`config.mk`:
```
export PLATFORM = sky130hd
export DESIGN_NAME = hid_input_report_builder_core
export DESIGN_NICKNAME = d
export VERILOG_FILES = /design/src/rtl/hirb_pkg.sv /design/src/rtl/hirb_key_cell.sv /design/src/rtl/hirb_cons_cell.sv /design/src/rtl/hid_input_report_builder_core.sv
export SDC_FILE = /design/constraint.sdc
export NUM_CORES = 1
export LEC_CHECK = 0
export BUFFER_PORTS_ARGS = -buffer_cell sky130_fd_sc_hd__buf_2
export CAP_MARGIN = 40
export CORE_MARGIN = 2
export CORE_UTILIZATION = 58
export CTS_BUF_LIST = sky130_fd_sc_hd__clkbuf_8
export CTS_CLUSTER_DIAMETER = 60
export DETAILED_ROUTE_END_ITERATION = 10
export GPL_TIMING_DRIVEN = 0
export PLACE_DENSITY = 0.83
export SLEW_MARGIN = 20
export SYNTH_ARGS = -nofsm -noshare
export SYNTH_HDL_FRONTEND = slang
export SYNTH_SLANG_ARGS = --single-unit
export TNS_END_PERCENT = 100
```
`constraint.sdc`:
```
create_clock -name clk -period 6.8 [get_ports clk]
set_input_delay 0.34 -clock clk [delete_from_list [all_inputs] [get_ports clk]]
set_output_delay 0.34 -clock clk [all_outputs]
set_load 0.02 [all_outputs]
```
`src/rtl/hirb_pkg.sv`:
```
// hirb_pkg: shared types and constants for the HID input report builder.
// Depends on nothing; every rtl file refers to it by scoped names.

package hirb_pkg;

	localparam int KEY_SLOTS     = 6;
	localparam int CONS_SLOTS    = 4;
	localparam int KEY_RPT_SLOTS = (KEY_SLOTS < 6) ? KEY_SLOTS : 6;

	localparam int KEY_W   = 8;
	localparam int USAGE_W = 16;
	localparam int KEYS_W  = 48;

	typedef enum logic [3:0] {
		OP_KB_PRESS     = 4'd0,
		OP_KB_RELEASE   = 4'd1,
		OP_KB_REL_ALL   = 4'd2,
		OP_MOVE         = 4'd3,
		OP_BTN_PRESS    = 4'd4,
		OP_BTN_RELEASE  = 4'd5,
		OP_SCROLL       = 4'd6,
		OP_CONS_PRESS   = 4'd7,
		OP_CONS_RELEASE = 4'd8,
		OP_CONS_REL_ALL = 4'd9,
		OP_MOUNT        = 4'd10,
		OP_UNMOUNT      = 4'd11,
		OP_HOST_OUT     = 4'd12
	} op_t;

	typedef enum logic [1:0] {
		KIND_NONE     = 2'd0,
		KIND_KEYBOARD = 2'd1,
		KIND_MOUSE    = 2'd2,
		KIND_CONSUMER = 2'd3
	} kind_t;

	localparam logic [7:0] LED_REPORT_ID = 8'd1;

	// Per-beat command broadcast to every key cell.
	typedef struct packed {
		logic             press;
		logic             release_key;
		logic             clear;
		logic [KEY_W-1:0] code;
	} key_ctl_t;

	// Per-beat command broadcast to every consumer cell.
	typedef struct packed {
		logic               press;
		logic               release_usage;
		logic               clear;
		logic [USAGE_W-1:0] usage;
	} cons_ctl_t;

endpackage

```
`src/rtl/hirb_key_cell.sv`:
```
// hirb_key_cell: one keyboard key slot of the packed key row.
// Depends on hirb_pkg; neighbors link through the free, match and shift chains.

module hirb_key_cell (
	input  logic                          clk,
	input  logic                          arst_n,
	input  hirb_pkg::key_ctl_t            ctl,
	input  logic                          dup_any,
	input  logic                          free_seen_in,
	output logic                          free_seen_out,
	input  logic                          match_seen_in,
	output logic                          match_seen_out,
	input  logic [hirb_pkg::KEY_W-1:0]    right_val,
	output logic [hirb_pkg::KEY_W-1:0]    val,
	output logic [hirb_pkg::KEY_W-1:0]    nxt,
	output logic                          hit
);

	logic [hirb_pkg::KEY_W-1:0] val_q;
	logic                       is_free;
	logic                       is_match;

	assign val            = val_q;
	assign is_free        = (val_q == '0);
	assign is_match       = (val_q == ctl.code);
	assign hit            = is_match && !is_free;
	assign free_seen_out  = free_seen_in | is_free;
	assign match_seen_out = match_seen_in | is_match;

	always_comb begin
		nxt = val_q;
		if (ctl.clear) begin
			nxt = '0;
		end else if (ctl.press) begin
			// take the code in the first free slot only
			if (!dup_any && is_free && !free_seen_in)
				nxt = ctl.code;
		end else if (ctl.release_key) begin
			// from the released key onward, shift left by one
			if (match_seen_out)
				nxt = right_val;
		end
	end

	always_ff @(posedge clk or negedge arst_n) begin
		if (!arst_n)
			val_q <= '0;
		else
			val_q <= nxt;
	end

endmodule

```
`src/rtl/hirb_cons_cell.sv`:
```
// hirb_cons_cell: one consumer-usage slot of the consumer row.
// Depends on hirb_pkg; neighbors link through the free and active-usage chains.

module hirb_cons_cell (
	input  logic                          clk,
	input  logic                          arst_n,
	input  hirb_pkg::cons_ctl_t           ctl,
	input  logic                          dup_any,
	input  logic                          free_seen_in,
	output logic                          free_seen_out,
	input  logic [hirb_pkg::USAGE_W-1:0]  act_in,
	output logic [hirb_pkg::USAGE_W-1:0]  act_out,
	output logic                          hit
);

	logic [hirb_pkg::USAGE_W-1:0] val_q;
	logic [hirb_pkg::USAGE_W-1:0] nxt;
	logic                         is_free;

	assign is_free       = (val_q == '0);
	assign hit           = (val_q == ctl.usage);
	assign free_seen_out = free_seen_in | is_free;

	always_comb begin
		nxt = val_q;
		if (ctl.clear) begin
			nxt = '0;
		end else if (ctl.press) begin
			if (!dup_any && is_free && !free_seen_in)
				nxt = ctl.usage;
		end else if (ctl.release_usage) begin
			if (hit)
				nxt = '0;
		end
	end

	// highest-index nonzero slot wins
	assign act_out = (nxt != '0) ? nxt : act_in;

	always_ff @(posedge clk or negedge arst_n) begin
		if (!arst_n)
			val_q <= '0;
		else
			val_q <= nxt;
	end

endmodule

```
`src/rtl/hid_input_report_builder_core.sv`:
```
// hid_input_report_builder_core: top level of the HID input report builder.
// Depends on hirb_pkg, hirb_key_cell and hirb_cons_cell.
// Each report beat is registered and appears on the master side in the cycle after its event beat is accepted.
// Throughput: one event per cycle while the output beat is taken; the key and
// consumer cell rows settle one event per clock, and a single output register holds the report.
// Reset: arst_n low clears every held key, modifier, button, usage, LED and mount bit.

module hid_input_report_builder_core (
	input  logic         clk,
	input  logic         arst_n,
	input  logic         s_tvalid,
	output logic         s_tready,
	// [7:0] key_code, [15:8] modifier_bits, [23:16] button_bits, [31:24] move_x,
	// [39:32] move_y, [47:40] wheel_delta, [63:48] consumer_usage, [71:64] led_bits,
	// [79:72] host_report_id, [86:80] host_report_length, [87] endpoint_ready
	input  logic [87:0]  s_tdata,
	// [3:0] operation
	input  logic [3:0]   s_tuser,
	output logic         m_tvalid,
	input  logic         m_tready,
	// [0] sent, [8:1] report_modifiers, [56:9] report_keys, [64:57] report_buttons,
	// [72:65] report_dx, [80:73] report_dy, [88:81] report_wheel,
	// [104:89] report_usage, [105] connected, [113:106] host_leds, [119:114] zero
	output logic [119:0] m_tdata,
	// [1:0] report_kind
	output logic [1:0]   m_tuser
);

	localparam int KS = hirb_pkg::KEY_SLOTS;
	localparam int CS = hirb_pkg::CONS_SLOTS;

	// Unpack the event beat.
	hirb_pkg::op_t                 op;
	logic [7:0]                    key_code;
	logic [7:0]                    modifier_bits;
	logic [7:0]                    button_bits;
	logic [7:0]                    move_x;
	logic [7:0]                    move_y;
	logic [7:0]                    wheel_delta;
	logic [hirb_pkg::USAGE_W-1:0]  consumer_usage;
	logic [7:0]                    led_bits;
	logic [7:0]                    host_report_id;
	logic [6:0]                    host_report_length;
	logic                          endpoint_ready;

	assign op                 = hirb_pkg::op_t'(s_tuser);
	assign key_code           = s_tdata[7:0];
	assign modifier_bits      = s_tdata[15:8];
	assign button_bits        = s_tdata[23:16];
	assign move_x             = s_tdata[31:24];
	assign move_y             = s_tdata[39:32];
	assign wheel_delta        = s_tdata[47:40];
	assign consumer_usage     = s_tdata[63:48];
	assign led_bits           = s_tdata[71:64];
	assign host_report_id     = s_tdata[79:72];
	assign host_report_length = s_tdata[86:80];
	assign endpoint_ready     = s_tdata[87];

	// Handshake: the output register frees up when its beat is taken.
	logic accept;
	logic m_valid_q;

	assign s_tready = !m_valid_q || m_tready;
	assign accept   = s_tvalid && s_tready;

	// Scalar state.
	logic [7:0] mod_q, btn_q, led_q;
	logic       mnt_q;
	logic [7:0] mod_nxt, btn_nxt, led_nxt;
	logic       mnt_nxt;

	hirb_pkg::kind_t     kind;
	logic [7:0]          dx, dy, dw;
	hirb_pkg::key_ctl_t  key_ctl;
	hirb_pkg::cons_ctl_t cons_ctl;

	// Decode one event: scalar next state, the report kind and the row commands.
	always_comb begin
		mod_nxt  = mod_q;
		btn_nxt  = btn_q;
		led_nxt  = led_q;
		mnt_nxt  = mnt_q;
		kind     = hirb_pkg::KIND_NONE;
		dx       = '0;
		dy       = '0;
		dw       = '0;
		key_ctl  = '{press: 1'b0, release_key: 1'b0, clear: 1'b0, code: key_code};
		cons_ctl = '{press: 1'b0, release_usage: 1'b0, clear: 1'b0, usage: consumer_usage};
		if (accept) begin
			case (op)
				hirb_pkg::OP_KB_PRESS: begin
					mod_nxt       = mod_q | modifier_bits;
					key_ctl.press = (key_code != '0);
					kind          = hirb_pkg::KIND_KEYBOARD;
				end
				hirb_pkg::OP_KB_RELEASE: begin
					mod_nxt             = mod_q & ~modifier_bits;
					key_ctl.release_key = (key_code != '0);
					kind                = hirb_pkg::KIND_KEYBOARD;
				end
				hirb_pkg::OP_KB_REL_ALL: begin
					mod_nxt       = '0;
					key_ctl.clear = 1'b1;
					kind          = hirb_pkg::KIND_KEYBOARD;
				end
				hirb_pkg::OP_MOVE: begin
					dx   = move_x;
					dy   = move_y;
					kind = hirb_pkg::KIND_MOUSE;
				end
				hirb_pkg::OP_BTN_PRESS: begin
					btn_nxt = btn_q | button_bits;
					kind    = hirb_pkg::KIND_MOUSE;
				end
				hirb_pkg::OP_BTN_RELEASE: begin
					btn_nxt = btn_q & ~button_bits;
					kind    = hirb_pkg::KIND_MOUSE;
				end
				hirb_pkg::OP_SCROLL: begin
					dw   = wheel_delta;
					kind = hirb_pkg::KIND_MOUSE;
				end
				hirb_pkg::OP_CONS_PRESS: begin
					cons_ctl.press = (consumer_usage != '0);
					kind           = hirb_pkg::KIND_CONSUMER;
				end
				hirb_pkg::OP_CONS_RELEASE: begin
					cons_ctl.release_usage = 1'b1;
					kind                   = hirb_pkg::KIND_CONSUMER;
				end
				hirb_pkg::OP_CONS_REL_ALL: begin
					cons_ctl.clear = 1'b1;
					kind           = hirb_pkg::KIND_CONSUMER;
				end
				hirb_pkg::OP_MOUNT: begin
					mnt_nxt = 1'b1;
				end
				hirb_pkg::OP_UNMOUNT: begin
					// drop everything, LED byte included
					mnt_nxt        = 1'b0;
					mod_nxt        = '0;
					btn_nxt        = '0;
					led_nxt        = '0;
					key_ctl.clear  = 1'b1;
					cons_ctl.clear = 1'b1;
				end
				hirb_pkg::OP_HOST_OUT: begin
					if (host_report_id == hirb_pkg::LED_REPORT_ID && host_report_length != '0)
						led_nxt = led_bits;
				end
				default: begin
				end
			endcase
		end
	end

	// Key row: slot 0 on the left, freed slots fill from the right with zero.
	logic [hirb_pkg::KEY_W-1:0] key_val [KS+1];
	logic [hirb_pkg::KEY_W-1:0] key_nxt [KS];
	logic [KS:0]                key_free_chain;
	logic [KS:0]                key_match_chain;
	logic [KS-1:0]              key_hit;
	logic                       key_dup;

	assign key_val[KS]        = '0;
	assign key_free_chain[0]  = 1'b0;
	assign key_match_chain[0] = 1'b0;
	assign key_dup            = |key_hit;

	for (genvar i = 0; i < KS; i++) begin : g_key
		hirb_key_cell u_cell (
			.clk            (clk),
			.arst_n         (arst_n),
			.ctl            (key_ctl),
			.dup_any        (key_dup),
			.free_seen_in   (key_free_chain[i]),
			.free_seen_out  (key_free_chain[i+1]),
			.match_seen_in  (key_match_chain[i]),
			.match_seen_out (key_match_chain[i+1]),
			.right_val      (key_val[i+1]),
			.val            (key_val[i]),
			.nxt            (key_nxt[i]),
			.hit            (key_hit[i])
		);
	end

	// Consumer row: the active-usage chain runs from slot 0 up to the last slot.
	logic [hirb_pkg::USAGE_W-1:0] cons_act [CS+1];
	logic [CS:0]                  cons_free_chain;
	logic [CS-1:0]                cons_hit;
	logic                         cons_dup;

	assign cons_act[0]        = '0;
	assign cons_free_chain[0] = 1'b0;
	assign cons_dup           = |cons_hit;

	for (genvar i = 0; i < CS; i++) begin : g_cons
		hirb_cons_cell u_cell (
			.clk           (clk),
			.arst_n        (arst_n),
			.ctl           (cons_ctl),
			.dup_any       (cons_dup),
			.free_seen_in  (cons_free_chain[i]),
			.free_seen_out (cons_free_chain[i+1]),
			.act_in        (cons_act[i]),
			.act_out       (cons_act[i+1]),
			.hit           (cons_hit[i])
		);
	end

	// Pack the visible key slots, slot 0 in the low byte.
	logic [hirb_pkg::KEYS_W-1:0] keys_rpt;
	always_comb begin
		keys_rpt = '0;
		for (int i = 0; i < hirb_pkg::KEY_RPT_SLOTS; i++)
			keys_rpt[hirb_pkg::KEY_W*i +: hirb_pkg::KEY_W] = key_nxt[i];
	end

	logic sent;
	assign sent = (kind != hirb_pkg::KIND_NONE) && mnt_nxt && endpoint_ready;

	always_ff @(posedge clk or negedge arst_n) begin
		if (!arst_n) begin
			mod_q     <= '0;
			btn_q     <= '0;
			led_q     <= '0;
			mnt_q     <= 1'b0;
			m_valid_q <= 1'b0;
		end else begin
			mod_q <= mod_nxt;
			btn_q <= btn_nxt;
			led_q <= led_nxt;
			mnt_q <= mnt_nxt;
			if (accept)
				m_valid_q <= 1'b1;
			else if (m_tready)
				m_valid_q <= 1'b0;
		end
	end

	// Report register: load on each accepted event, hold while stalled.
	logic [119:0] rpt_data_q;
	logic [1:0]   rpt_kind_q;

	always_ff @(posedge clk) begin
		if (accept) begin
			rpt_kind_q <= kind;
			rpt_data_q <= {6'd0, led_nxt, mnt_nxt, cons_act[CS], dw, dy, dx,
				btn_nxt, keys_rpt, mod_nxt, sent};
		end
	end

	assign m_tvalid = m_valid_q;
	assign m_tdata  = rpt_data_q;
	assign m_tuser  = rpt_kind_q;

endmodule

```
# Word-level counts from Yosys, hierarchy flattened
# Index checks and enable logic that the tools add are counted.
dict set report totals {
  ff_bits 254
  latch_bits 0
  ramBits 0
  romBits 0
  inputBits 96
  out_inout_bits 124
  elab_cells 206
  memories 0
}
dict set report op_classes {
  n_addsub 0
  n_mul 0
  div_mod_pow 0
  magnitude_cmp 0
  eq_ne 23
  shifts 0
  muxes 75
  bitwise_logic 17
  n_reduce_logical 72
}
# op count
set ops {}
lappend ops {{$mux W16} 24}
lappend ops {{$mux W8} 34}
lappend ops {{$reduce_bool A16 Y1} 5}
lappend ops {{$eq A16 B16 Y1} 4}
lappend ops {{$logic_not A16 Y1} 4}
lappend ops {{$eq A8 B8 Y1} 6}
lappend ops {{$logic_not A8 Y1} 6}
lappend ops {{$pmux W8 S3} 2}
lappend ops {{$logic_and A1 B1 Y1} 28}
lappend ops {{$eq A4 B4 Y1 const B} 5}
lappend ops {{$and A8 B8 Y8} 2}
lappend ops {{$eq A4 B3 Y1 const B} 4}
lappend ops {{$logic_not A1 Y1} 16}
lappend ops {{$not A8 Y8} 2}
lappend ops {{$or A8 B8 Y8} 2}
lappend ops {{$pmux W8 S2} 1}
lappend ops {{$or A1 B1 Y1} 11}
lappend ops {{$mux W1} 9}
lappend ops {{$eq A4 B2 Y1 const B} 2}
lappend ops {{$eq A8 B1 Y1 const B} 1}
lappend ops {{$reduce_bool A8 Y1} 1}
lappend ops {{$reduce_or A4 Y1} 2}
lappend ops {{$reduce_bool A7 Y1} 1}
lappend ops {{$mux W3} 2}
lappend ops {{other kinds (10)} 13}

# Depth between registers and ports, before layout
# Gate-level depths: netlist (run 1).
dict set report depth {
  word_depth 12
  depth_mapped 12
  mapped_depth_nobuf 9
}

# Hierarchy
# Synthesis (run 1) repeated with hierarchy kept, for this count alone.
dict set report unflattened {
  hier_cells 1294
  area_unflattened_um2 13915.8
}
# mod n_inst cells_each area_per_inst_um2 seq_area_each_um2
set by_module_without_submodules {}
lappend by_module_without_submodules {hid_input_report_builder_core 1 344 5315.1 4134.0}
lappend by_module_without_submodules {hirb_cons_cell 4 137 1258.7 400.4}
lappend by_module_without_submodules {hirb_key_cell 6 67 594.3 200.2}

# Worst setup path after synthesis (run 1)
# Ideal clock, no wire load.
dict set report synth_timing {
  path_kind {register to register}
  from {register m_valid_q (netlist: m_tvalid)}
  to {register rpt_data_q[101] (netlist: m_tdata[101]), data pin}
  setup_ns 0.264
  arrival_ns 5.114
  required_ns 6.536
  slack_ns 1.422
  path_stages_with_launch 11
  path_buffers 2
  period_less_slack_ns 5.378
  cell_sequence {dfrtp_1 -> nand2b_1 -> buf_2 -> nand2_1 -> inv_1 -> o2111ai_2 -> nor4_1 -> a22oi_4 -> buf_2 -> a211oi_1 -> a2bb2oi_1}
}
# element line
set synth_rtl {}
lappend synth_rtl {{from (decl)} hid_input_report_builder_core.sv:61} ;# logic m_valid_q;
lappend synth_rtl {{from (signal assigned)} hid_input_report_builder_core.sv:228} ;# m_valid_q <= 1'b0;
lappend synth_rtl {{from (signal assigned)} hid_input_report_builder_core.sv:235} ;# m_valid_q <= 1'b1;
lappend synth_rtl {{from (signal assigned)} hid_input_report_builder_core.sv:237} ;# m_valid_q <= 1'b0;
lappend synth_rtl {{to (signal assigned)} hid_input_report_builder_core.sv:248} ;# rpt_data_q <= {6'd0, led_nxt, mnt_nxt, cons_act[CS], dw, dy, dx,
lappend synth_rtl {{to (decl)} hid_input_report_builder_core.sv:242} ;# logic [119:0] rpt_data_q;

==> summary.md, run 1 <==
| Metric | Value |
|---|---|
| Arrival time at the worst endpoint | `between 4 and 5 ns` |
| Synth Instances | `about 1000` |
| Area fraction in compound gates after synthesis | `~14%` |
| Switching power | `about 2.5 mW` |
| Multiplexer share of the synthesized area | `about 1.5%` |
| Remaining antenna violation count after routing | `0` |
| Endpoint of the worst register-to-register path | `m_tdata[101]` |
| Number of max-capacitance violations reported | `0` |
| Total number of H-tree levels | `2` |
| Core occupancy in the finished layout | `approximately 70%` |
| Count of clock tree sinks | `254` |
| Aggregate global-route resource usage | `between 20% and 30%` |
| Min Tclk post-route | `3.879 ns` |
| Async S/R FF share, synth | `54.33%` |
| Global-route wire length before repair | `50670 um` |
| Synth Cell Area | `between 0.01 and 0.015 mm2` |
| Overall via count from detail_route | `around 9500` |
| Core Area | `about 0.020 mm2` |
| Clock group share of total power | `between 20% and 30%` |
| Synthesized-area fraction occupied by xor and xnor cells | `under 10%` |
| Die footprint | `around 0.022 mm2` |
| Wire length after detailed routing | `around 33000 um` |
| Result of the run | `complete, no violations` |
| Number of setup violations in the final report | `0` |
| Commonest non-fill, non-tap cell in the layout | `buf_2` |
| Adder and majority cell fraction of the synthesized area | `0%` |
| Leading cell types in the layout, fill and taps excluded | `209 x buf_2, 138 x dfrtp_1, 116 x edfxtp_1, 89 x nand2_1, 74 x xnor2_1` |
| Share of post-route cells with drive strength above 1 | `approximately a quarter` |
| Min setup slack post-route | `between 2 and 3 ns` |
| Simple-gate area share of the yosys netlist | `14.64%` |
| Instance area after placement | `approximately 0.013 mm2` |
| 1st-iter DRT viols | `between 700 and 800` |
| Leak | `6.204 nW` |
| Slack of the worst reg-to-reg path | `between 2 and 3 ns` |
| Residual DRC | `0` |
| Inserted Clock Buffers | `between 40 and 50` |
| Share of power burned in combinational logic | `approximately 40%` |
| Number of buffers on the longest clock path | `3` |
| Number of ports placed on the die boundary | `220` |
| Count of cells along the worst hold path | `3` |
| Area added between synthesis and finish | `20.31%` |
| Largest family of logic cells by synthesized area | `simple AND/OR/NAND/NOR gates` |
| Number of search-and-repair iterations in the first detailed-routing pass | `5` |
| Startpoint of the worst setup timing path | `m_tvalid` |
| Clock tree from TritonCTS | `yes` |
| Most instantiated flip-flop cell in the synthesis netlist | `dfrtp_1` |
| Post-synth top area cell | `edfxtp_1` |
| Overall power consumption | `roughly 6.4 mW` |
| Post-synth EDFFs | `approximately 120` |
| Die height | `147.7 um` |
| Chip Width | `147.7 um` |
| Number of distinct standard cells referenced by the synthesized netlist | `67` |
| Overall overflow remaining after global route | `0` |
| Flip-flop and latch count after synthesis | `254` |
| Starting Density | `between 50% and 60%` |
| Routability congestion estimate | `slightly below 1` |
| Post-detailed-route wirelength per cell | `around 21 um` |
| Largest fanout of any net on the critical path | `around 60` |
| Vias in the first global route | `9566` |
| Final hold slack | `~0.041 ns` |
| Clock slew at reported path FFs | `approximately 0.06 ns` |
| Power density cells | `approximately 440 mW/mm2` |
| Start point of the worst min-delay path | `s_tdata[67]` |
| Pre-CTS setup slack | `just under 3 ns` |
| Top cells by area, synth | `edfxtp_1 29%, dfrtp_1 29%, xnor2_1 5.4%, a22o_1 4.7%, a211oi_1 3.0%` |
| Number of slew-limit violations in the final report | `0` |
| Internal Power | `between 3 and 4 mW` |
| Final worst-path cycle share | `57.04%` |
| I/O Buffers | `just under 200` |
| Worst Hold End | `led_q[3]` |
| Unrepaired setup endpoints after global routing | `no` |
| Proportion of total power due to net switching | `38.30%` |
| Mean instance size in the synthesized netlist | `~12 um2` |
| Sequential cell area fraction in the yosys report | `57.90%` |
| Worst voltage drop across the vdd grid | `0.4564 mV` |
| Final count of hold timing violations | `0` |
| Type of the worst setup path | `reg -> reg` |
| Seq pwr share | `35.9%` |
| Maximum number of pins on one net before global-route repair | `82` |
| Worst-margin pin slew | `about 0.85 ns` |
| Worst Setup End Kind | `flop` |
| R2r worst-path depth | `11` |
| Mean number of vias per cell | `roughly 6.1` |
| Worst hold path type | `in -> reg` |
| Number of placement rows | `52` |
| Highest Clock Rate | `~260 MHz` |
| Antenna violations before repair | `0` |
| Kind of launch point of the worst setup path | `flop` |
| Critical register-to-register path startpoint | `m_tvalid` |
| Cell at the root of the clock tree | `clkbuf_8` |
| Worst max-slew margin expressed relative to the limit | `roughly 43%` |
| Required arrival time at the worst endpoint | `7.15 ns` |
| Synth warnings | `0` |
| Clock latency at the later pin of the worst-skew pair | `approximately 0.55 ns` |
| Post-route cell area | `about 0.014 mm2` |
| Final layout net count | `around 1300` |
| Clock skew after layout | `around 0.026 ns` |
| Detailed placer's ending HPWL | `roughly 23000 um` |
| Post-CTS setup buffer count | `0` |
| Share of the synthesized area in the top cell type | `between 20 and 30%` |
## sequential cells by signal, summed over array words and instances, names as in the netlist, 2 cells and up
name,count
m_tuser,2
led_q,8
g_key.u_cell.val,48
btn_q,8
m_tdata,114
g_cons.u_cell.val_q,64
mod_q,8
## through the flow
step | TNS [ns] | instances
final | 0 | 1553
after global routing | 0 | 1552
after CTS | 0 | 1550
after detailed placement | 0 | 1472
after global placement | -3.641 | 1468
after floorplan | 0 | 1001
## kinds of logic after synthesis
group,Yosys count
buffers and inverters,75
flip-flops,254
AO/OA/AOI/OAI,221
other,1
XOR/XNOR,114
multiplexers,18
AND/OR/NAND/NOR,313
## metal layers
metal	global-route usage, %	vias up	share of wire, %
li1	-	4243	-
met1	39.02	4616	40
met2	47.81	540	48
met3	5.648	117	7.8
met4	13.80	0	4.3
met5	0	-	0
## worst max path at each step
stage,to,cells past startpoint
final,m_tdata[101],11
after floorplan,m_tdata[101],10
after detailed placement,m_tdata[96],12
after global routing,m_tdata[98],11
after CTS,m_tdata[96],11
after global placement,m_tdata[101],12
## critical path: stages (launching register included)
cell       delay (ns)
dfrtp_1          0.40
nand2b_1         0.08
buf_2            0.17
nand2_1          0.30
inv_6            0.55
o2111ai_2        0.35
nor3_1           0.30
nand2_1          0.09
a21oi_2          0.47
clkbuf_1         0.55
a211oi_1         0.16
a2bb2oi_1        0.24
## repair_timing
| action | in CTS | in global routing |
|---|---|---|
| endpoints found under the hold margin | 57 | 0 |
| endpoints found under the setup margin | 0 | 0 |
| resized for setup | 0 | 0 |
| hold buffers | 1 | 0 |
## synthesized netlist by cell type (15+ instances only)
library cell and count:
nor3_1 30, a211oi_1 48, buf_4 30, clkbuf_1 20
nand2_1 89, nor2_1 34, a21oi_1 43, edfxtp_1 116
a22o_1 64, o21ai_0 15, and2_1 30, xor2_1 40
mux2i_1 18, nor4_1 53, xnor2_1 74, dfrtp_1 138
nand4_1 24
## power groups by stage
stage | clock network (mW) | logic (mW) | registers [mW]
finish | 1.56 | 2.54 | 2.30
global route | 1.65 | 2.71 | 2.32
CTS | 1.58 | 2.51 | 2.29
detailed placement | 0 | 2.48 | 2.30
global placement | 0 | 2.45 | 2.31
floorplan | 0 | 1.61 | 2.37
## cell type report
cell class,count,area [um2]
diodes,1,2.502
plain buffers,67,407.9
fillers,1493,5821
clock buffers,46,633.1
repair buffers,204,1084
well taps,270,337.8
multi-input cells,672,4631
clock inverters,31,346.6
flip-flops and latches,254,6937
inverters,8,35.03
Power figures use the tool's default switching activity.
==> inputs of run 2 (changes only) <==
--- a/config.mk
+++ b/config.mk
@@ -5,15 +5,16 @@
 export SDC_FILE = /design/constraint.sdc
 export NUM_CORES = 1
 export LEC_CHECK = 0
+export ABC_AREA = 1
 export BUFFER_PORTS_ARGS = -buffer_cell sky130_fd_sc_hd__buf_2
 export CAP_MARGIN = 40
 export CORE_MARGIN = 2
-export CORE_UTILIZATION = 58
+export CORE_UTILIZATION = 54
 export CTS_BUF_LIST = sky130_fd_sc_hd__clkbuf_8
 export CTS_CLUSTER_DIAMETER = 60
 export DETAILED_ROUTE_END_ITERATION = 10
 export GPL_TIMING_DRIVEN = 0
-export PLACE_DENSITY = 0.83
+export PLACE_DENSITY = 0.79
 export SLEW_MARGIN = 20
 export SYNTH_ARGS = -nofsm -noshare
 export SYNTH_HDL_FRONTEND = slang
==> constraint.sdc (replaced) <==
create_clock -name clk -period 3.4 [get_ports clk]
set_input_delay 0.17 -clock clk [delete_from_list [all_inputs] [get_ports clk]]
set_output_delay 0.17 -clock clk [all_outputs]
set_load 0.02 [all_outputs]
==> summary.md, run 2 <==
| Metric | Value |
|---|---|
| Worst voltage drop across the vdd grid | `0.3011 mV (-34%)` |
| Leak | `8.833 nW (+42%)` |
| Power density cells | `552.4 mW/mm2 (+24%)` |
| 1st-iter DRT viols | `1683 (+110%)` |
| Cell at the root of the clock tree | `clkbuf_8` |
| Final worst-path cycle share | `97.15% (+40 points)` |
| Wire length after detailed routing | `50100 um (+53%)` |
| I/O Buffers | `196 (-0.51%)` |
| Number of ports placed on the die boundary | `220 (unchanged)` |
| Count of clock tree sinks | `254 (unchanged)` |
| Post-synth top area cell | `edfxtp_1` |
| Total number of H-tree levels | `2 (unchanged)` |
| Count of filler cells inserted in the layout | `2217 (+48%)` |
| Area added between synthesis and finish | `21.74%` |
| Kind of launch point of the worst setup path | `flop` |
| Min Tclk post-route | `3.303 ns (-0.5759 ns)` |
| Seq pwr share | `43.2% (+7.3 points)` |
| Vias in the first global route | `14390 (+50%)` |
| Top cells by area, synth | `edfxtp_1 24%, dfrtp_1 24%, nand2_1 15%, inv_1 6.4%, nor2_1 5.5%` |
| Cell-by-cell trace of the critical path | `nand2_1, nand2_2, inv_4, nand2_2, nor2_4, buf_4, nand3_1, clkbuf_1, nand2_1, a21oi_1, nand2_1, nand2_1, inv_1, nand2_1, nor2_1, nand2_1, nand3_1, nand2_1, nand2_1, nand2_1` |
| Highest Clock Rate | `302.8 MHz (+17%)` |
| Worst hold path type | `in -> reg` |
| Slack of the worst reg-to-reg path | `0.1 ns (-2.82 ns)` |
| Internal Power | `6.187 mW (+57%)` |
| Sequential cell area fraction in the yosys report | `47.77% (-10 points)` |
| Remaining antenna violation count after routing | `0 (unchanged)` |
| Cell type group with the largest total delay on the critical path | `simple AND/OR/NAND/NOR gates` |
| Leading cell types in the layout, fill and taps excluded | `592 x nand2_1, 265 x inv_1, 225 x buf_2, 209 x nor2_1, 137 x dfrtp_1` |
| Critical register-to-register path startpoint | `m_tvalid` |
| Combined buffer and inverter count along the critical path | `4 (+1)` |
| Flip-flop and latch count after synthesis | `254 (unchanged)` |
| Number of distinct standard cells referenced by the synthesized netlist | `35 (-48%)` |
| Library cell appearing most often on the critical path | `nand2_1` |
| Starting Density | `54.48% (-4.7 points)` |
| Worst max-slew margin expressed relative to the limit | `43.02% (+0.33 points)` |
| Final count of hold timing violations | `0 (unchanged)` |
| Detailed placer's ending HPWL | `34140 um (+50%)` |
| Final layout net count | `2374 (+77%)` |
| Core Area | `0.02665 mm2 (+32%)` |
| Die footprint | `0.02822 mm2 (+29%)` |
| Worst-margin pin slew | `0.8469 ns (-0.006123 ns)` |
| Synth Cell Area | `0.01452 mm2 (+21%)` |
| Inserted Clock Buffers | `44 (+4.8%)` |
| Most frequent cells after synthesis | `595 x nand2_1, 249 x inv_1, 212 x nor2_1` |
| Residual DRC | `0 (unchanged)` |
| Share of post-route cells with drive strength above 1 | `17.93% (-8.1 points)` |
| Chip Width | `168.0 um (+14%)` |
| Cell with the biggest individual delay on the critical path | `dfrtp_1` |
| Flip-flop count of the largest register, all copies and words added | `114 (unchanged)` |
| Synth Instances | `1963 (+97%)` |
| Number of search-and-repair iterations in the first detailed-routing pass | `5 (unchanged)` |
| Overall overflow remaining after global route | `0 (unchanged)` |
| Largest fanout of any net on the critical path | `10 (-83%)` |
| Post-synth EDFFs | `116 (unchanged)` |
| Commonest non-fill, non-tap cell in the layout | `nand2_1` |
| Number of setup violations in the final report | `0 (unchanged)` |
| Async S/R FF share, synth | `54.33% (unchanged)` |
| Die height | `168.0 um (+14%)` |
| Most frequent cell after synthesis | `nand2_1` |
| Clock tree from TritonCTS | `yes` |
| Type of the worst setup path | `reg -> reg` |
| Final antenna diode count | `0 (-1)` |
| Startpoint of the worst setup timing path | `m_tvalid` |
| Required arrival time at the worst endpoint | `3.69 ns (-3.46 ns)` |
| Clock group share of total power | `28.6% (+4.2 points)` |
| Maximum number of pins on one net before global-route repair | `80 (-2.4%)` |
| Number of slew-limit violations in the final report | `0 (unchanged)` |
| Clock skew after layout | `0.01906 ns (-0.007134 ns)` |
| Overall via count from detail_route | `15060 (+58%)` |
| Number of buffers on the longest clock path | `3 (unchanged)` |
| Routability congestion estimate | `0.9977 (+2.2%)` |
| Final hold slack | `0.02870 ns (-0.01261 ns)` |
| Global-route wire length before repair | `76510 um (+51%)` |
| Post-detailed-route wirelength per cell | `18.87 um (-10%)` |
| Start point of the worst min-delay path | `s_tdata[58]` |
| Switching power | `3.578 mW (+46%)` |
| Clock latency at the later pin of the worst-skew pair | `0.58 ns (+0.03 ns)` |
| Mean number of vias per cell | `5.672 (-7.4%)` |
| Result of the run | `complete, no violations` |
| Aggregate global-route resource usage | `34.72% (+5.2 points)` |
| Proportion of total power due to net switching | `36.64% (-1.7 points)` |
| Mean instance size in the synthesized netlist | `7.397 um2 (-39%)` |
| Worst Setup End Kind | `flop` |
| Synth warnings | `0 (unchanged)` |
| Share of power burned in combinational logic | `28.3% (-11 points)` |
| Share of the synthesized area in the top cell type | `23.99% (-5.1 points)` |
| Antenna violations before repair | `0 (unchanged)` |
| Arrival time at the worst endpoint | `3.60 ns (-0.63 ns)` |
| Most instantiated flip-flop cell in the synthesis netlist | `dfrtp_1` |
| Number of placement rows | `60 (+15%)` |
| Number of max-capacitance violations reported | `0 (unchanged)` |
| Clock slew at reported path FFs | `0.07 ns (about the same)` |
| Core occupancy in the finished layout | `66.33% (-4.9 points)` |
| Biggest cell delay along the critical path | `0.38 ns (-0.17 ns)` |
[run 2: through the flow]
step | instances | area [um2] | TNS [ns] | power, mW | worst slack [ns]
global placement | 2505 | 15950 | -41.08 | 6.739 | -0.6903
detailed placement | 2509 | 16030 | -27.97 | 6.821 | -0.5699
finish | 2655 | 17680 | 0 | 9.765 | 0.09700
CTS | 2648 | 17540 | 0 | 9.661 | 0.002870
global route | 2655 | 17680 | -0.01688 | 10.28 | -0.01688
floorplan | 1968 | 14550 | 0 | 5.970 | 0.02459
[run 2: final timing paths]
kind,end,cells past startpoint
min,g_cons[1].u_cell.val_q[10],5
min reg2reg,mod_q[2],2
min in group asynchronous,g_cons[0].u_cell.val_q[3],2
max,m_tdata[100],20
max reg2reg,m_tdata[100],20
max in group asynchronous,g_key[4].u_cell.val[7],3
[run 2: area by class of cell]
cell class | count | area [um2] | share of cell area, %
Sequential cell | 254 | 6938 | 39.25
Multi-Input combinational cell | 1349 | 6111 | 34.57
Timing Repair Buffer | 264 | 1717 | 9.711
Tap cell | 341 | 426.7 | 2.414
Clock inverter | 31 | 171.4 | 0.9697
Inverter | 272 | 1028 | 5.818
Buffer | 93 | 583.1 | 3.298
Clock buffer | 51 | 701.9 | 3.971
[run 2: per-layer routing]
metal / track usage [%] / wire length (um) / vias to the layer above
met5: 0 / 0 / -
met4: 21.78 / 3358 / 0
met3: 5.618 / 4147 / 220
met2: 56.59 / 23570 / 910
met1: 43.48 / 19020 / 6960
li1: - / - / 6968
[run 2: kinds of logic after synthesis]
logic type | count (synthesis) | synth area share (%)
and+or+nand+nor | 1067 | 30.94
buffers and inverters | 365 | 10.82
AOI/OAI and AO/OA | 262 | 9.591
DFF | 254 | 47.77
xor gates and xnor gates | 14 | 0.8445
other | 1 | 0.02583
[run 2: tightest hold or removal path: cells and delay by family]
family | cells | cell delay [ns]
buffers and inverters | 2 | 0.17
and+or+nand+nor | 3 | 0.21
[run 2: what timing repair did]
| action | CTS | global route |
|---|---|---|
| hold endpoints to repair | 112 | 0 |
| hold buffers | 55 | 0 |
| resized for setup | 13 | 34 |
| buffers inserted | 1 | 5 |
| pin swaps | 1 | 5 |
| endpoints found under the setup margin | 100 | 82 |
| gates cloned | 1 | 1 |
[run 2: power by group through the flow]
| stage | logic (mW) | registers (mW) | clock network [mW] |
|---|---|---|---|
| 6_report | 2.76 | 4.21 | 2.79 |
| 5_1_grt | 3.06 | 4.26 | 2.95 |
| 4_1_cts | 2.67 | 4.19 | 2.81 |
| 3_5_place_dp | 2.58 | 4.24 | 0 |
| 3_3_place_gp | 2.51 | 4.23 | 0 |
| 2_1_floorplan | 1.62 | 4.35 | 0 |
==> inputs of run 3 (changes only) <==
--- a/config.mk
+++ b/config.mk
@@ -15,6 +15,7 @@
 export DETAILED_ROUTE_END_ITERATION = 10
 export GPL_TIMING_DRIVEN = 0
 export PLACE_DENSITY = 0.79
+export REMOVE_ABC_BUFFERS = 1
 export SLEW_MARGIN = 20
 export SYNTH_ARGS = -nofsm -noshare
 export SYNTH_HDL_FRONTEND = slang
==> summary.md, run 3 (synthesized netlist as in run 2, its figures left out) <==
| Metric | Value |
|---|---|
| Result of the run | `complete, no violations` |
| Global-route wire length before repair | `69720 um (-8.9%)` |
| Number of max-capacitance violations reported | `0 (unchanged)` |
| Worst Setup End Kind | `flop` |
| Top Layer Used | `met5` |
| Switching power | `3.513 mW (-1.8%)` |
| Routability congestion estimate | `0.9119 (-8.6%)` |
| Die footprint | `0.02822 mm2 (unchanged)` |
| Total number of H-tree levels | `2 (unchanged)` |
| Overall via count from detail_route | `14690 (-2.5%)` |
| Unrepaired setup endpoints after global routing | `yes` |
| Final layout net count | `2325 (-2.1%)` |
| Area added between synthesis and finish | `21.03%` |
| Aggregate global-route resource usage | `30.98% (-3.7 points)` |
| Overall overflow remaining after global route | `0 (unchanged)` |
| Worst max-slew margin expressed relative to the limit | `42.35% (-0.67 points)` |
| Leak | `8.730 nW (-1.2%)` |
| Final count of hold timing violations | `0 (unchanged)` |
| Seq pwr share | `43.9% (+0.7 points)` |
| Number of setup violations in the final report | `0 (unchanged)` |
| Clock latency at the later pin of the worst-skew pair | `0.57 ns (about the same)` |
| Met3 routed WL | `4499 um (+8.5%)` |
| Count of clock tree sinks | `254 (unchanged)` |
| Arrival time at the worst endpoint | `3.60 ns (about the same)` |
| Commonest non-fill, non-tap cell in the layout | `nand2_1` |
| Type of the worst setup path | `reg -> reg` |
| Slack of the worst reg-to-reg path | `0.13 ns (+0.03 ns)` |
| Cell with the biggest individual delay on the critical path | `nor4_1` |
| Number of placement rows | `60 (unchanged)` |
| Worst hold path type | `in -> reg` |
| WL met1 | `17250 um (-9.3%)` |
| Number of buffers on the longest clock path | `3 (unchanged)` |
| Overall power consumption | `9.545 mW (-2.3%)` |
| Maximum number of pins on one net before global-route repair | `90 (+13%)` |
| Share of power burned in combinational logic | `28.8% (+0.5 points)` |
| Post-detailed-route wirelength per cell | `17.41 um (-7.7%)` |
| Die height | `168.0 um (unchanged)` |
| Detailed placer's ending HPWL | `29170 um (-15%)` |
| Sequential cell area | `0.006937 mm2 (about the same)` |
| Biggest cell delay along the critical path | `0.47 ns (+0.09 ns)` |
| Worst-margin pin slew | `0.8639 ns (+0.01694 ns)` |
| Clock tree from TritonCTS | `yes` |
| Cell at the root of the clock tree | `clkbuf_8` |
| 1st-iter DRT viols | `1691 (+0.48%)` |
| Clock skew after layout | `0.03253 ns (+0.01347 ns)` |
| Wire length after detailed routing | `45400 um (-9.4%)` |
| Internal Power | `6.033 mW (-2.5%)` |
| Min Tclk post-route | `3.275 ns (-0.02836 ns)` |
| Residual DRC | `0 (unchanged)` |
| Worst voltage drop across the vdd grid | `0.3246 mV (+7.8%)` |
| Number of search-and-repair iterations in the first detailed-routing pass | `6 (+1)` |
| Area of the multi-input gates | `0.006223 mm2 (+1.8%)` |
| Proportion of total power due to net switching | `36.80% (+0.16 points)` |
| Power density cells | `543.1 mW/mm2 (-1.7%)` |
| Post-route cell area | `0.01757 mm2 (-0.58%)` |
| Leading cell types in the layout, fill and taps excluded | `591 x nand2_1, 267 x inv_1, 213 x buf_2, 210 x nor2_1, 138 x dfrtp_1` |
| Number of ports placed on the die boundary | `220 (unchanged)` |
| Cell-by-cell trace of the critical path | `nor4_1, nand2_1, nor2_4, nor2_4, buf_12, buf_4, nand3_1, nand3_1, nand2_1, nand4_1, nor2_1, nand2_4, buf_4, nor2_1, a21oi_2` |
| Kind of launch point of the worst setup path | `flop` |
| Largest fanout of any net on the critical path | `13 (+3)` |
| Core Area | `0.02665 mm2 (unchanged)` |
| Required arrival time at the worst endpoint | `3.72 ns (+0.03 ns)` |
| I/O Buffers | `213 (+8.7%)` |
| Inserted Clock Buffers | `44 (unchanged)` |
| Instance area after placement | `0.01579 mm2 (-1.5%)` |
| Number of slew-limit violations in the final report | `0 (unchanged)` |
| Clock slew at reported path FFs | `0.06 ns (about the same)` |
| Flip-flop count of the largest register, all copies and words added | `114 (unchanged)` |
| Vias in the first global route | `13710 (-4.7%)` |
| Highest Clock Rate | `305.4 MHz (+0.87%)` |
| Chip Width | `168.0 um (unchanged)` |
| Remaining antenna violation count after routing | `0 (unchanged)` |
| Clock group share of total power | `27.3% (-1.3 points)` |
| Antenna violations before repair | `2 (+2)` |
| Starting Density | `54.48% (unchanged)` |
| Mean number of vias per cell | `5.634 (-0.66%)` |
| Share of post-route cells with drive strength above 1 | `16.74% (-1.2 points)` |
| Met2 wire length | `21680 um (-8.0%)` |
| Final worst-path cycle share | `96.31% (-0.83 points)` |
| Count of filler cells inserted in the layout | `2136 (-3.7%)` |
-- run 3: path summary, 6_finish.rpt --
check                           cells after the start                    endpoint                      start
worst min-delay path                                3      g_key[5].u_cell.val[5]                 s_tdata[5]
min in group asynchronous                           2      g_key[1].u_cell.val[7]                     arst_n
worst max register to register                     15                 m_tdata[96]  g_cons[2].u_cell.val_q[4]
worst max-delay path                               15                 m_tdata[96]  g_cons[2].u_cell.val_q[4]
max in group asynchronous                           3  g_cons[3].u_cell.val_q[10]                     arst_n
worst min register to register                      2                    led_q[5]                   led_q[5]
-- run 3: layer usage --
| metal | GRT usage, % | up-vias |
|---|---|---|
| li1 | - | 6863 |
| met2 | 51.90 | 896 |
| met4 | 14.44 | 2 |
| met5 | 0 | - |
| met1 | 39.55 | 6743 |
| met3 | 5.125 | 184 |
-- run 3: timing repair --
| item | in CTS | in global routing |
|---|---|---|
| pin swaps | 5 | 4 |
| setup buffers | 8 | 12 |
| cloned | 3 | 2 |
| hold buffers | 58 | 0 |
| endpoints found under the hold margin | 126 | 0 |
| setup endpoints to repair | 78 | 42 |
| gates resized for setup | 27 | 13 |
-- run 3: area by class of cell --
class / instances / area share [%]
multi-input cells: 1352 / 35.41
diodes: 2 / 0.02848
inverters: 272 / 6.002
flip-flops and latches: 254 / 39.47
well taps: 341 / 2.428
repair buffers: 303 / 11.93
clock buffers: 48 / 3.759
clock inverters: 33 / 0.8686
repair inverters: 2 / 0.09967
-- run 3: power groups by stage --
stage	Combinational (mW)	Clock [mW]	Sequential [mW]
global route	3.03	2.79	4.25
global placement	2.44	0	4.23
finish	2.75	2.60	4.19
detailed placement	2.55	0	4.23
floorplan	1.55	0	4.36
CTS	2.67	2.66	4.18
-- run 3: critical path: cells and delay by family (launching register included) --
family	cells	cell delay (ns)
and+or+nand+nor	11	1.98
buffers and inverters	3	0.51
DFF	1	0.42
AOI/OAI and AO/OA	1	0.09
-- run 3: through the flow --
stage	instances	hold slack [ns]	utilization (%)	setup slack (ns)	setup TNS, ns
after floorplan	1875	-0.1256	-	-3.732	-498.61
after global placement	2429	0.4282	58.09	-6.772	-1149.69
after detailed placement	2441	0.1193	59.24	-1.289	-34.35
after CTS	2591	0.004142	65.24	0.05230	0
after global routing	2605	0.03720	65.92	-0.01323	-0.01323
final	2607	0.04373	65.94	0.1254	0
